<file path="src/hdl/cmah_pkg.sv">
// ----------------------------------------------------------------------------
// cmah_pkg: shared types and constants for the coin/medal input controller
// Word formats, op codes, hopper states and register indexes.
// ----------------------------------------------------------------------------
package cmah_pkg;

  localparam int COUNT_WIDTH_DEF = 16;
  localparam int TIME_W          = 32;
  localparam int CFG_W           = 16;
  localparam int KEY_W           = 11;
  localparam int BTN_W           = 9;
  localparam int CNT_OUT_W       = 16;
  localparam int MEDAL_BIT       = 9;
  localparam int COIN_BIT        = 10;

  localparam logic [CFG_W-1:0] RST_REPEAT_DELAY = 16'd350;
  localparam logic [CFG_W-1:0] RST_MEDAL_REPEAT = 16'd80;
  localparam logic [CFG_W-1:0] RST_COIN_REPEAT  = 16'd100;
  localparam logic [CFG_W-1:0] RST_HOPPER_IVL   = 16'd100;

  typedef enum logic [1:0] {
    OP_POLL       = 2'd0,
    OP_PAYOUT     = 2'd1,
    OP_TAKE_MEDAL = 2'd2,
    OP_TAKE_COIN  = 2'd3
  } op_t;

  typedef enum logic [1:0] {
    CFG_REPEAT_DELAY = 2'd0,
    CFG_MEDAL_REPEAT = 2'd1,
    CFG_COIN_REPEAT  = 2'd2,
    CFG_HOPPER_IVL   = 2'd3
  } cfg_idx_t;

  typedef enum logic [1:0] {
    HOP_IDLE   = 2'd0,
    HOP_PAYING = 2'd1,
    HOP_DONE   = 2'd2
  } hop_mode_t;

  typedef struct packed {
    logic [1:0]        op;
    logic [KEY_W-1:0]  key_bits;
    logic [TIME_W-1:0] now_ms;
    logic [15:0]       payout_count;
  } in_word_t;

  typedef struct packed {
    logic [BTN_W-1:0]     buttons_out;
    logic [CNT_OUT_W-1:0] medal_count;
    logic [CNT_OUT_W-1:0] coin_count;
    logic [1:0]           hopper_status;
    logic [15:0]          medals_paid;
  } out_word_t;

  typedef struct packed {
    logic poll;
    logic take;
    logic down;
  } key_ctl_t;

  typedef struct packed {
    logic poll;
    logic demand;
  } hop_ctl_t;

endpackage

</file>
<file path="src/hdl/cmah_key_rpt.sv">
// ----------------------------------------------------------------------------
// cmah_key_rpt: typematic repeat counter for one key
// Press adds a pulse; held key adds pulses after the delay at its interval.
// ----------------------------------------------------------------------------
module cmah_key_rpt
  import cmah_pkg::*;
#(
  parameter int COUNT_WIDTH = COUNT_WIDTH_DEF
) (
  input  logic                   clk,
  input  logic                   rst_n,
  input  key_ctl_t               ctl,
  input  logic [TIME_W-1:0]      now_ms,
  input  logic [CFG_W-1:0]       delay_ms,
  input  logic [CFG_W-1:0]       interval_ms,
  output logic [COUNT_WIDTH-1:0] rep_count
);

  localparam logic [COUNT_WIDTH-1:0] CNT_MAX = '1;

  logic [COUNT_WIDTH-1:0] pending_r, pending_nxt;
  logic                   held_r, held_nxt;
  logic [TIME_W-1:0]      press_r, press_nxt;
  logic [TIME_W-1:0]      repeat_r, repeat_nxt;
  logic [COUNT_WIDTH-1:0] bumped;
  logic [TIME_W-1:0]      since_press, since_repeat;
  logic                   rpt_due;

  assign bumped       = (pending_r != CNT_MAX) ? pending_r + 1'b1 : pending_r;
  assign since_press  = now_ms - press_r;
  assign since_repeat = now_ms - repeat_r;
  // differences wrap modulo 2^32
  assign rpt_due = (since_press >= {{(TIME_W-CFG_W){1'b0}}, delay_ms}) &&
                   (since_repeat >= {{(TIME_W-CFG_W){1'b0}}, interval_ms});

  always_comb begin
    rep_count  = pending_r;
    held_nxt   = held_r;
    press_nxt  = press_r;
    repeat_nxt = repeat_r;
    if (ctl.poll) begin
      held_nxt = ctl.down;
      if (ctl.down && !held_r) begin
        rep_count  = bumped;
        press_nxt  = now_ms;
        repeat_nxt = now_ms;
      end else if (ctl.down && rpt_due) begin
        rep_count  = bumped;
        repeat_nxt = now_ms;
      end
    end
    // take reports the value before clearing
    pending_nxt = ctl.take ? '0 : rep_count;
  end

  always_ff @(posedge clk) begin
    if (!rst_n) begin
      pending_r <= '0;
      held_r    <= 1'b0;
      press_r   <= '0;
      repeat_r  <= '0;
    end else begin
      pending_r <= pending_nxt;
      held_r    <= held_nxt;
      press_r   <= press_nxt;
      repeat_r  <= repeat_nxt;
    end
  end

  a_take_clears: assert property (@(posedge clk) disable iff (!rst_n)
    ctl.take |=> pending_r == '0)
    else $error("pending count not cleared after take");

  a_no_drop: assert property (@(posedge clk) disable iff (!rst_n)
    !ctl.take |=> pending_r >= $past(pending_r))
    else $error("pending count dropped without take");

  a_release: assert property (@(posedge clk) disable iff (!rst_n)
    (ctl.poll && !ctl.down) |=> !held_r)
    else $error("key still held after release poll");

endmodule

</file>
<file path="src/hdl/cmah_hopper.sv">
// ----------------------------------------------------------------------------
// cmah_hopper: virtual medal hopper
// Pays one medal per interval on polls until the demanded count is reached.
// ----------------------------------------------------------------------------
module cmah_hopper
  import cmah_pkg::*;
(
  input  logic              clk,
  input  logic              rst_n,
  input  hop_ctl_t          ctl,
  input  logic [TIME_W-1:0] now_ms,
  input  logic [15:0]       payout_count,
  input  logic [CFG_W-1:0]  interval_ms,
  output logic [1:0]        hopper_status,
  output logic [15:0]       medals_paid
);

  hop_mode_t         mode_r, mode_nxt;
  logic [15:0]       target_r, target_nxt;
  logic [15:0]       paid_r, paid_nxt;
  logic [TIME_W-1:0] tick_r, tick_nxt;
  logic [15:0]       paid_inc;
  logic              tick_due;

  assign paid_inc = paid_r + 16'd1;
  assign tick_due = (now_ms - tick_r) >= {{(TIME_W-CFG_W){1'b0}}, interval_ms};

  always_comb begin
    mode_nxt   = mode_r;
    target_nxt = target_r;
    paid_nxt   = paid_r;
    tick_nxt   = tick_r;
    if (ctl.demand) begin
      // new demand drops any payout in progress
      target_nxt = payout_count;
      paid_nxt   = '0;
      tick_nxt   = now_ms;
      mode_nxt   = (payout_count != '0) ? HOP_PAYING : HOP_IDLE;
    end else if (ctl.poll) begin
      case (mode_r)
        HOP_PAYING: begin
          if (tick_due) begin
            tick_nxt = now_ms;
            paid_nxt = paid_inc;
            if (paid_inc >= target_r) mode_nxt = HOP_DONE;
          end
        end
        default: mode_nxt = mode_r;
      endcase
    end
  end

  always_comb begin
    hopper_status = mode_nxt;
    medals_paid   = paid_nxt;
  end

  always_ff @(posedge clk) begin
    if (!rst_n) begin
      mode_r   <= HOP_IDLE;
      target_r <= '0;
      paid_r   <= '0;
      tick_r   <= '0;
    end else begin
      mode_r   <= mode_nxt;
      target_r <= target_nxt;
      paid_r   <= paid_nxt;
      tick_r   <= tick_nxt;
    end
  end

  a_done_full: assert property (@(posedge clk) disable iff (!rst_n)
    mode_r == HOP_DONE |-> paid_r == target_r)
    else $error("hopper finished short of target");

  a_pay_below: assert property (@(posedge clk) disable iff (!rst_n)
    mode_r == HOP_PAYING |-> paid_r < target_r)
    else $error("hopper paying past target");

  a_idle_zero: assert property (@(posedge clk) disable iff (!rst_n)
    mode_r == HOP_IDLE |-> paid_r == '0)
    else $error("idle hopper with nonzero paid count");

endmodule

</file>
<file path="src/hdl/coin_medal_autorepeat_and_hopper.sv">
// ----------------------------------------------------------------------------
// coin_medal_autorepeat_and_hopper: arcade key input with auto-repeat and hopper
// Top level: config registers, key repeat units, hopper and result register.
// ----------------------------------------------------------------------------
// Takes one word per clock and returns one result word per input word, in the
// cycle after acceptance. All of an item's work (two wrapping time compares
// per key, the hopper interval compare and the counter increments) is done in
// the accept cycle and lands in the state and result registers together, so
// in_ready stays high as long as the result register is empty or being drained.
// Configuration writes take effect on the next word and should be done idle.
// Pending counts are COUNT_WIDTH bits wide and saturate; their low 16 bits
// are reported.
module coin_medal_autorepeat_and_hopper
  import cmah_pkg::*;
#(
  parameter int COUNT_WIDTH = COUNT_WIDTH_DEF
) (
  input  logic             clk,
  input  logic             rst_n,
  input  logic             in_valid,
  output logic             in_ready,
  input  in_word_t         in_data,
  output logic             out_valid,
  input  logic             out_ready,
  output out_word_t        out_data,
  input  logic             cfg_we,
  input  logic [1:0]       cfg_index,
  input  logic [CFG_W-1:0] cfg_wdata
);

  logic [CFG_W-1:0] delay_r, medal_ivl_r, coin_ivl_r, hop_ivl_r;
  logic [BTN_W-1:0] buttons_r, buttons_nxt;
  logic             out_valid_r, out_valid_nxt;
  out_word_t        out_data_r, out_data_nxt;

  logic     acc;
  op_t      op;
  key_ctl_t medal_ctl, coin_ctl;
  hop_ctl_t hop_ctl;

  logic [COUNT_WIDTH-1:0]           medal_rep, coin_rep;
  logic [COUNT_WIDTH+CNT_OUT_W-1:0] medal_ext, coin_ext;
  logic [1:0]                       hop_status;
  logic [15:0]                      hop_paid;

  assign in_ready = !out_valid_r || out_ready;
  assign acc      = in_valid && in_ready;
  assign op       = op_t'(in_data.op);

  assign medal_ctl.poll = acc && (op == OP_POLL);
  assign medal_ctl.take = acc && (op == OP_TAKE_MEDAL);
  assign medal_ctl.down = in_data.key_bits[MEDAL_BIT];
  assign coin_ctl.poll  = acc && (op == OP_POLL);
  assign coin_ctl.take  = acc && (op == OP_TAKE_COIN);
  assign coin_ctl.down  = in_data.key_bits[COIN_BIT];
  assign hop_ctl.poll   = acc && (op == OP_POLL);
  assign hop_ctl.demand = acc && (op == OP_PAYOUT);

  always_ff @(posedge clk) begin
    if (!rst_n) begin
      delay_r     <= RST_REPEAT_DELAY;
      medal_ivl_r <= RST_MEDAL_REPEAT;
      coin_ivl_r  <= RST_COIN_REPEAT;
      hop_ivl_r   <= RST_HOPPER_IVL;
    end else if (cfg_we) begin
      case (cfg_idx_t'(cfg_index))
        CFG_REPEAT_DELAY: delay_r     <= cfg_wdata;
        CFG_MEDAL_REPEAT: medal_ivl_r <= cfg_wdata;
        CFG_COIN_REPEAT:  coin_ivl_r  <= cfg_wdata;
        CFG_HOPPER_IVL:   hop_ivl_r   <= cfg_wdata;
        default:          delay_r     <= delay_r;
      endcase
    end
  end

  cmah_key_rpt #(
    .COUNT_WIDTH (COUNT_WIDTH)
  ) u_medal (
    .clk         (clk),
    .rst_n       (rst_n),
    .ctl         (medal_ctl),
    .now_ms      (in_data.now_ms),
    .delay_ms    (delay_r),
    .interval_ms (medal_ivl_r),
    .rep_count   (medal_rep)
  );

  cmah_key_rpt #(
    .COUNT_WIDTH (COUNT_WIDTH)
  ) u_coin (
    .clk         (clk),
    .rst_n       (rst_n),
    .ctl         (coin_ctl),
    .now_ms      (in_data.now_ms),
    .delay_ms    (delay_r),
    .interval_ms (coin_ivl_r),
    .rep_count   (coin_rep)
  );

  cmah_hopper u_hopper (
    .clk           (clk),
    .rst_n         (rst_n),
    .ctl           (hop_ctl),
    .now_ms        (in_data.now_ms),
    .payout_count  (in_data.payout_count),
    .interval_ms   (hop_ivl_r),
    .hopper_status (hop_status),
    .medals_paid   (hop_paid)
  );

  // zero-extend then take the low bits, so any count width fits the port
  assign medal_ext = {{CNT_OUT_W{1'b0}}, medal_rep};
  assign coin_ext  = {{CNT_OUT_W{1'b0}}, coin_rep};

  always_comb begin
    buttons_nxt   = buttons_r;
    out_valid_nxt = out_valid_r;
    out_data_nxt  = out_data_r;
    if (out_valid_r && out_ready) out_valid_nxt = 1'b0;
    if (acc) begin
      if (op == OP_POLL) buttons_nxt = in_data.key_bits[BTN_W-1:0];
      out_valid_nxt              = 1'b1;
      out_data_nxt.buttons_out   = buttons_nxt;
      out_data_nxt.medal_count   = medal_ext[CNT_OUT_W-1:0];
      out_data_nxt.coin_count    = coin_ext[CNT_OUT_W-1:0];
      out_data_nxt.hopper_status = hop_status;
      out_data_nxt.medals_paid   = hop_paid;
    end
  end

  always_ff @(posedge clk) begin
    if (!rst_n) begin
      buttons_r   <= '0;
      out_valid_r <= 1'b0;
    end else begin
      buttons_r   <= buttons_nxt;
      out_valid_r <= out_valid_nxt;
    end
  end

  always_ff @(posedge clk) begin
    out_data_r <= out_data_nxt;
  end

  assign out_valid = out_valid_r;
  assign out_data  = out_data_r;

endmodule

</file>
<file path="config.mk">
export PLATFORM = sky130hd
export DESIGN_NAME = coin_medal_autorepeat_and_hopper
export DESIGN_NICKNAME = d
export VERILOG_FILES = /design/src/hdl/cmah_pkg.sv /design/src/hdl/cmah_key_rpt.sv /design/src/hdl/cmah_hopper.sv /design/src/hdl/coin_medal_autorepeat_and_hopper.sv
export SDC_FILE = /design/constraint.sdc
export NUM_CORES = 1
export LEC_CHECK = 0
export ABC_CLOCK_PERIOD_IN_PS = 14750
export BUFFER_PORTS_ARGS = -buffer_cell sky130_fd_sc_hd__buf_2
export CAP_MARGIN = 20
export CORE_UTILIZATION = 40
export CTS_CLUSTER_SIZE = 10
export DETAILED_ROUTE_END_ITERATION = 8
export SETUP_SLACK_MARGIN = 0.5
export SLEW_MARGIN = 20
export SYNTH_ARGS = -nofsm -noshare
export SYNTH_HDL_FRONTEND = slang
export SYNTH_HIERARCHICAL = 1
export SYNTH_SLANG_ARGS = --single-unit
</file>
<file path="constraint.sdc">
create_clock -name clk -period 14.75 [get_ports clk]
set_clock_uncertainty 0.2 [all_clocks]
set_input_delay 2.95 -clock clk [delete_from_list [all_inputs] [get_ports clk]]
set_output_delay 2.95 -clock clk [all_outputs]
set_load 0.02 [all_outputs]
</file>
# Word level (Yosys, flattened, before mapping)
# Cells that the tools add are included.
[word_totals]
register_bits = 361
memories = 0
ram_bits = 0
in_bits = 84
word_cells = 112
output_inout_bits = 61
latchBits = 0
mem_bits_ro = 0
[classes]
shifts = 0
n_mul = 0
addsub = 8
n_reduce_logical = 36
div_mod_pow = 0
n_eq_ne = 9
mux = 29
n_bitwise = 1
magnitude_cmp = 6
[ops]
columns = ["cell", "count"]
rows = [
  ["two-way mux 32 bit", 8],
  ["two-way mux 16 bit", 12],
  ["greater-or-equal comparator 32 x 16 -> 1 bit", 5],
  ["subtractor 32 bit", 5],
  ["adder 16 x 1 -> 16 bit, second input constant", 3],
  ["inequality test 16 bit, second input constant", 2],
  ["greater-or-equal comparator 16 bit", 1],
  ["AND reduction 2 bit", 8],
  ["nonzero test 16 bit", 1],
  ["logical AND 1 bit", 12],
  ["nonzero test 2 bit", 6],
  ["two-way mux 2 bit", 5],
  ["two-way mux 9 bit", 1],
  ["equality test 2 bit, second input constant", 4],
  ["equality test 2 x 1 -> 1 bit, second input constant", 3],
  ["logical NOT 2 bit", 2],
  ["OR reduction 2 bit", 2],
  ["logical NOT 1 bit", 3],
  ["two-way mux 1 bit", 3],
  ["AND reduction 3 bit", 1],
  ["logical OR 1 bit", 1],
  ["NOT 1 bit", 1],
]

# Depth between registers and ports, before layout
# Gate-level depths: netlist (run 1).
[logic_depth]
ltp_word = 7
ltp_mapped = 24
depth_no_buf = 22

# Hierarchy
# The synthesis (run 1) kept the hierarchy.
[modules_own_cells]
columns = ["mod", "cells_each", "instances", "seq_area_each_um2", "area_each_um2"]
rows = [
  ["cmah_key_rpt (u_medal)", 1161, 1, 1621.6, 8476.9],
  ["cmah_key_rpt (u_coin)", 1156, 1, 1621.6, 8454.4],
  ["cmah_hopper", 849, 1, 1321.3, 6552.5],
  ["coin_medal_autorepeat_and_hopper", 404, 1, 3253.1, 4720.8],
]

# Worst setup path before layout (run 1)
# OpenSTA, ideal clock, no wires.
[synth_path]
kind = "input port to flip-flop"
from = "in in_data[16] (netlist bit)"
to = "reg out_data_r (netlist bit out_data[23]), data pin"
t_arrival_ns = 7.324
slack_ns = 6.964
cell_stages = 22
required_time_ns = 14.287
n_path_buf = 2
setup_ns = 0.263
cell_sequence = "inv_1 > ha_1 > fa_1 > nor2b_1 > o2111ai_1 > a21boi_0 > nor2_1 > xnor2_1 > ha_1 > nand4_1 > nor3_1 > a2111oi_2 > nand2_1 > a2111oi_2 > nand4_1 > or4b_1 > a2111o_1 > a31oi_2 > buf_4 > buf_4 > nor2_1 > xor2_1"
[synth_via]
elab_chain_len = 7
elab_cells_between_ends = 9
cone_classes = "add/sub (2); order compare (2); mux (3); reduce/logical (2)"
[synth_lines]
columns = ["item", "line_no", "source"]
rows = [
  ["from (decl)", "coin_medal_autorepeat_and_hopper.sv:22", "input in_word_t in_data,"],
  ["subtractor 32 bit (on tied branches)", "cmah_key_rpt.sv:30, cmah_key_rpt.sv:31", ""],
  ["greater-or-equal comparator 32 x 16 -> 1 bit (on tied branches)", "cmah_key_rpt.sv:33, cmah_key_rpt.sv:34", ""],
  ["logical AND 1 bit *", "cmah_key_rpt.sv:33", "assign rpt_due = (since_press >= {{(TIME_W-CFG_W){1'b0}}, delay_ms}) &&"],
  ["logical AND 1 bit *", "cmah_key_rpt.sv:47", "end else if (ctl.down && rpt_due) begin"],
  ["two-way mux 16 bit *", "cmah_key_rpt.sv:47", ""],
  ["two-way mux 16 bit *", "cmah_key_rpt.sv:43", "if (ctl.down && !held_r) begin"],
  ["two-way mux 16 bit *", "cmah_key_rpt.sv:41", "if (ctl.poll) begin"],
  ["via coin_rep[5]", "coin_medal_autorepeat_and_hopper.sv:41", "logic [COUNT_WIDTH-1:0] medal_rep, coin_rep;"],
  ["to (signal assigned)", "coin_medal_autorepeat_and_hopper.sv:142", "out_data_r <= out_data_nxt;"],
  ["to (decl)", "coin_medal_autorepeat_and_hopper.sv:34", "out_word_t out_data_r, out_data_nxt;"],
]
# The timed path passes the listed nets; every way through them passes the cells marked *.
# A chain may end at the register's enable or synchronous reset.

# Worst setup path in the final report (run 1)
[layout_path]
from = "in in_data[17] (netlist bit)"
to = "reg out_data_r (netlist bit out_data[32]), data pin"
# The elaborated chain is that of the path after synthesis.

==> results of run 1 <==
-- per-layer routing --
layer	global-route usage, %	part of all wire (%)
met1	32.70	48
met2	37.82	45
met3	2.740	5.1
met4	6.734	2.7
met5	0	0
-- cells by family after synthesis --
family | count (synthesis) | synth area share, %
XOR/XNOR | 117 | 3.633
AND/OR/NAND/NOR | 1307 | 22.54
AO/OA/AOI/OAI | 923 | 22.54
multiplexers | 131 | 4.738
adder cells (fa/ha/maj) | 259 | 11.62
buffers and inverters | 472 | 7.200
flip-flops | 361 | 27.72
-- layout make-up --
class                   count  share of cell area (%)
repair buffers            162                   2.808
multi-input cells        2737                   59.61
flip-flops and latches    361                   25.35
well taps                 931                   3.777
clock buffers              68                   4.236
clock inverters            17                  0.7059
inverters                 289                   3.518
-- stage by stage --
stage | worst slack (ps) | hold slack [ps] | cells
finish | 6126 | 252.0 | 4565
CTS | 6136 | 256.2 | 4565
global route | 5771 | 267.2 | 4565
floorplan | 6964 | 232.2 | 3570
global placement | 5583 | 242.0 | 4480
detailed placement | 5492 | 245.9 | 4480
-- worst max-delay path: cells and delay by family --
family | cells | cell delay [ps]
compound gates | 6 | 2050
xor+xnor | 1 | 150
fa+ha+maj | 2 | 750
buf+inv | 3 | 1030
mux | 1 | 350
simple gates | 8 | 1460
-- worst paths after layout --
path	end	slack [ps]	cells past startpoint
max	out_data[32]	6130	21
min	medal_ivl_r[15]	250	2
max reg2reg	out_data[32]	8460	20
min reg2reg	medal_ivl_r[15]	250	2
-- synthesized netlist by cell type (17+ instances only) --
| cell | instances | share of area (%) |
|---|---|---|
| a211oi_1 | 30 | 0.80 |
| a21boi_0 | 117 | 3.1 |
| a21o_1 | 53 | 1.4 |
| a21oi_1 | 229 | 4.1 |
| a32oi_1 | 33 | 1.0 |
| and2_1 | 21 | 0.47 |
| and3_1 | 42 | 0.93 |
| buf_2 | 40 | 0.71 |
| buf_6 | 17 | 0.68 |
| clkbuf_1 | 103 | 1.4 |
| dfxtp_1 | 302 | 21 |
| edfxtp_1 | 59 | 6.3 |
| ha_1 | 254 | 11 |
| inv_1 | 289 | 3.8 |
| mux2i_1 | 114 | 4.0 |
| nand2_1 | 598 | 8.0 |
| nand2b_1 | 43 | 0.95 |
| nand3_1 | 116 | 2.1 |
| nand4_1 | 65 | 1.4 |
| nor2_1 | 142 | 1.9 |
| nor2b_1 | 67 | 1.5 |
| nor3_1 | 45 | 0.80 |
| nor3b_1 | 38 | 1.0 |
| nor4_1 | 20 | 0.44 |
| o2111ai_1 | 18 | 0.56 |
| o211ai_1 | 63 | 1.7 |
| o21a_1 | 43 | 1.1 |
| o21ai_0 | 113 | 2.0 |
| o21ai_1 | 28 | 0.50 |
| or3_1 | 32 | 0.71 |
| or4_1 | 20 | 0.53 |
| xnor2_1 | 78 | 2.4 |
| xor2_1 | 39 | 1.2 |
-- power breakdown --
group	total, uW	leakage (uW)	switching (uW)	internal [uW]
Sequential	1040	0.00304	13.7	1030
Combinational	646	0.00781	407	239
Clock	1150	0.000743	469	686
Total	2850	0.0116	889	1960
-- state kept, by name (all words and copies together), names as in the netlist --
| register | cells |
|---|---|
| buttons_r | 9 |
| coin_ivl_r | 16 |
| delay_r | 16 |
| hop_ivl_r | 16 |
| medal_ivl_r | 16 |
| out_data | 59 |
| out_valid | 1 |
| u_coin/held_r | 1 |
| u_coin/pending_r | 16 |
| u_coin/press_r | 32 |
| u_coin/repeat_r | 32 |
| u_hopper/mode_r | 2 |
| u_hopper/paid_r | 16 |
| u_hopper/target_r | 16 |
| u_hopper/tick_r | 32 |
| u_medal/held_r | 1 |
| u_medal/pending_r | 16 |
| u_medal/press_r | 32 |
| u_medal/repeat_r | 32 |
==> impl_results.md, run 1 <==
* Status: complete, no violations
* Clock Sinks at between 300 and 400
* Final ANT Viol Nets at 0
* Post-Syn Area per Cell at slightly below 8 um2
* Die Wd at about 270 um
* GR Overflow Total at 0
* CTS Hold Bufs at 0
* PostCTS Resize Cnt at 0
* CTS Root Cell: clkbuf_16
* Total GRT Usage at 23.45%
* CP endpoint kind: register
* Pwr dens at between 90 and 100 mW/mm2
* Tot Pwr at around 2800 uW
* Final instance area at ~0.03 mm2
* Commonest cells after routing, fill and taps aside: nand2_1 (598), dfxtp_1 (302), inv_1 (289)
* Diode count at 0
* Via Count at around 26000
* Register bit count reported by yosys at 361
* CTS H-tree lvls at 2
* Final Hold Violating Endpoints at 0
* Hold path start: medal_ivl_r[15]
* Setup Buffers After CTS at 0
* Die height at 267.5 um
* Drt via density at 5.624
* Largest net degree at the start of global routing at 124
* Nets at approximately 3900
* DRT iter0 DRCs at ~2200
* Avg WL per Cell at 18.61 um
* Number of global-route vias before repair at 23830
* Area of the die at ~0.072 mm2
* CP required at approximately 15000 ps
* Post-DP HPWL at 62580 um
* Area Overhead vs Synth at 9.343%
* Critical Path, Cell by Cell: buf_2, inv_1, fa_1, nor2b_1, o2111ai_1, a21boi_0, nor2_1, xnor2_1, ha_1, nand4_1, nor3_1, a2111oi_2, nand2_1, a2111oi_2, nand4_1, or4b_1, a2111o_1, a31oi_4, buf_4, nor3b_1, mux2_1
* Area of the core at ~0.069 mm2
* Sequential cell area fraction in the yosys report at roughly 28%
* Synth async-reset ratio at 0%
* Reg-to-reg startpoint: u_coin/press_r[0]
* Top FF cell, synth: dfxtp_1
* Worst Hold Class: register to register
* Lkg Pwr at 0.01159 uW
* Max FO, Critical Path at between 50 and 60
* VDD IR max at 0.00007391 V
* Max-cap violations at 0
* Post-Syn Area at between 0.02 and 0.03 mm2
* Post-DP Area at approximately 0.03 mm2
* Slowest stage delay, CP at a little over 600 ps
* Most common cell after layout, fill and taps aside: nand2_1
* Tcrit/Tclk final at roughly three fifths
* Initial antenna violation count at 1
* Starting Density at between 40 and 50%
* Port Buffer Count at between 100 and 150
* Drt first pass iters at 5
* Synth unique cells at approximately 110
* Syn_nets at 3913
* EDFF count, synth at around 60
* Fmax at approximately 0.12 GHz
* Kind of critical path: input pin to register
* Mapped Cells at 3570
* Clock Tree Buf Depth at 3
* Startpoint class of the critical path: input pin
* Routed WL at between 80000 and 90000 um
* Worst-Skew Late Latency at between 600 and 700 ps
* Multi-input logic area at between 0.015 and 0.02 mm2
* CTS tree: yes
* Worst EP arrival at slightly below 9000 ps
* Synth warn at 6
* Layout cells sized above 1 at a little under a tenth
* GPL Wtd Cong at between 0.9 and 1
* Ports at roughly 150
* CTS buffer count at between 40 and 50
* Relative slew slack at 27.73%
* Unrepaired setup endpoints after global routing: false
* DRC violations left at 0
* Row cnt at 96
* Global-route wire length before repair at approximately 130000 um
* Clock transition at the registers of the reported paths at approximately 50 ps
* CP startpoint: in_data[17]
* Register area at ~0.0078 mm2
* FILL cells at between 7000 and 8000
* Final core utilization at around 45%
* Setup_tns at 0 ps
* Worst path slowest cell: buf_4
* Final Max Slew Viols at 0
* Final critical-path required period at around 8600 ps
* Setup violators final at 0
* Worst Tran Pin Value at around 1100 ps
Note: power is estimated with default switching activity, not from simulation.
==> inputs of run 2 (changes only) <==
ABC_CLOCK_PERIOD_IN_PS = 8100   (was 14750)
clock period = 8.1 ns   (was 14.75 ns; I/O delays follow)
==> run 2 against run 1 <==
Effect of this change: sequential share of layout area barely moved; global-route usage fell by 0.19 points; critical path depth rose by 1; core utilization barely moved; cell count rose by 0.11%; via count fell by 0.41%; final area rose by 0.11%; first-iteration DRC count fell by 14%; critical path type unchanged; worst setup slack got worse by 5100 ps; wire length fell by 0.60%; die area did not move.
==> impl_results.md, run 2 (synthesis results as in run 1) <==
* CTS buffer count at 46
* Ports at 145
* Unrepaired setup endpoints after global routing: false
* Largest net degree at the start of global routing at between 150 and 200
* Final core utilization at between 40% and 50%
* Area Overhead vs Synth at 9.462%
* CTS tree: yes
* Register area at 0.007818 mm2
* Fmax at approximately 0.14 GHz
* Final Hold Violating Endpoints at 0
* FILL cells at approximately 7000
* Drt via density at approximately 5.6
* Routed WL at 84440 um
* Worst Tran Pin Value at between 900 and 1000 ps
* Final instance area at ~0.031 mm2
* Worst-Skew Late Latency at roughly 610 ps
* GPL Wtd Cong at about 0.94
* Cell Count, Final, Fillers Out at approximately 4600
* Nets at ~3900
* Total GRT Usage at between 20% and 30%
* Setup_tns at 0 ps
* Max FO, Critical Path at 20
* Clock transition at the registers of the reported paths at approximately 50 ps
* Final critical-path required period at 7066 ps
* PostCTS Resize Cnt at 0
* GR Overflow Total at 0
* VDD IR max at 0.0001552 V
* Layout cells sized above 1 at 9.206%
* Max-cap violations at 0
* Final ANT Viol Nets at 0
* Avg WL per Cell at between 15 and 20 um
* Status: complete, no violations
* Drt first pass iters at 5
* Worst Hold Class: register to register
* CP endpoint kind: register
* Relative slew slack at a little over a third
* CTS H-tree lvls at 2
* Tot Pwr at 5087 uW
* Post-DP Area at approximately 0.029 mm2
* CP required at around 8400 ps
* Kind of critical path: input pin to register
* Port Buffer Count at between 100 and 150
* Setup Buffers After CTS at 0
* Clock Sinks at about 360
* Global-route wire length before repair at between 100000 and 150000 um
* Row cnt at 96
* Area of the core at around 0.07 mm2
* Pwr dens at approximately 160 mW/mm2
* Largest register FFs at just under 60
* Starting Density at roughly two fifths
* Die Wd at 267.5 um
* Clock Tree Buf Depth at 3
* Lkg Pwr at between 0.01 and 0.015 uW
* Worst EP arrival at 7350 ps
* Dpl cells at between 4000 and 5000
* Tcrit/Tclk final at 87.23%
* Final Max Slew Viols at 0
* Die height at 267.5 um
* Via Count at 25570
* Reg-to-reg slack, setup at between 2000 and 2500 ps
* Initial antenna violation count at 1
* Diode count at 0
* Post-DP HPWL at around 63000 um
* Most common cell after layout, fill and taps aside: nand2_1
* DRC violations left at 0
* CTS Hold Bufs at 0
* Setup violators final at 0
* Multi-input logic area at between 0.015 and 0.02 mm2
* Area of the die at 0.07158 mm2
* Startpoint class of the critical path: input pin
* DRT iter0 DRCs at around 1900
* Number of global-route vias before repair at about 24000
* Commonest cells after routing, fill and taps aside: nand2_1 (598), dfxtp_1 (302), inv_1 (289)
* CTS Root Cell: clkbuf_16
run 2: cell count changes in the layout (fill, tap and decap cells not counted), sizes merged:
cell / change
clkbuf: +2
buf: +9
clkinv: -5
bufinv: -1
run 2: path summary, 6_finish.rpt:
check                             end               from  depth (start not counted)
setup / recovery  u_coin/repeat_r[22]        in_data[17]                         22
hold / removal           buttons_r[4]       buttons_r[4]                          2
setup reg to reg  u_coin/repeat_r[22]  u_coin/press_r[4]                         23
hold reg to reg          buttons_r[4]       buttons_r[4]                          2
run 2: final cells by class:
class | count | share of cell area, %
Clock buffer | 70 | 4.150
Sequential cell | 361 | 25.32
Inverter | 289 | 3.514
Clock inverter | 11 | 0.5836
Tap cell | 931 | 3.773
Multi-Input combinational cell | 2737 | 59.55
Timing Repair Buffer | 171 | 3.104
run 2: critical path, stage by stage:
cell	delay, ps
buf_2	280
inv_1	180
fa_1	490
nor2b_1	190
o2111ai_1	260
a21boi_0	470
nor2_1	120
xnor2_1	150
ha_1	270
nand4_1	110
nor3_1	90
a2111oi_2	290
nand2_1	140
a2111oi_2	360
nand4_1	150
or4b_1	500
a2111o_1	450
a31oi_4	400
buf_4	300
buf_4	240
mux2i_1	210
nor2b_1	60
run 2: stage by stage:
stage / setup slack, ps / hold slack [ps]
after global routing: 578.4 / 267.7
after CTS: 1150 / 257.4
after floorplan: 1644 / 232.2
final: 1034 / 254.5
after detailed placement: 541.6 / 246.4
after global placement: 632.5 / 242.6
run 2: per-layer routing:
layer	track usage, %	share of wire, %
met1	33.03	49
met2	35.56	43
met3	3.448	5.5
met4	8.154	3.3
met5	0	0.0095
run 2: report_power, final:
part           switching (uW)  internal, uW  total [uW]  leakage [uW]
clock network             821          1190        2010      0.000705
registers                27.7          1880        1910       0.00304
logic                     733           439        1170       0.00786
total                    1580          3510        5090        0.0116
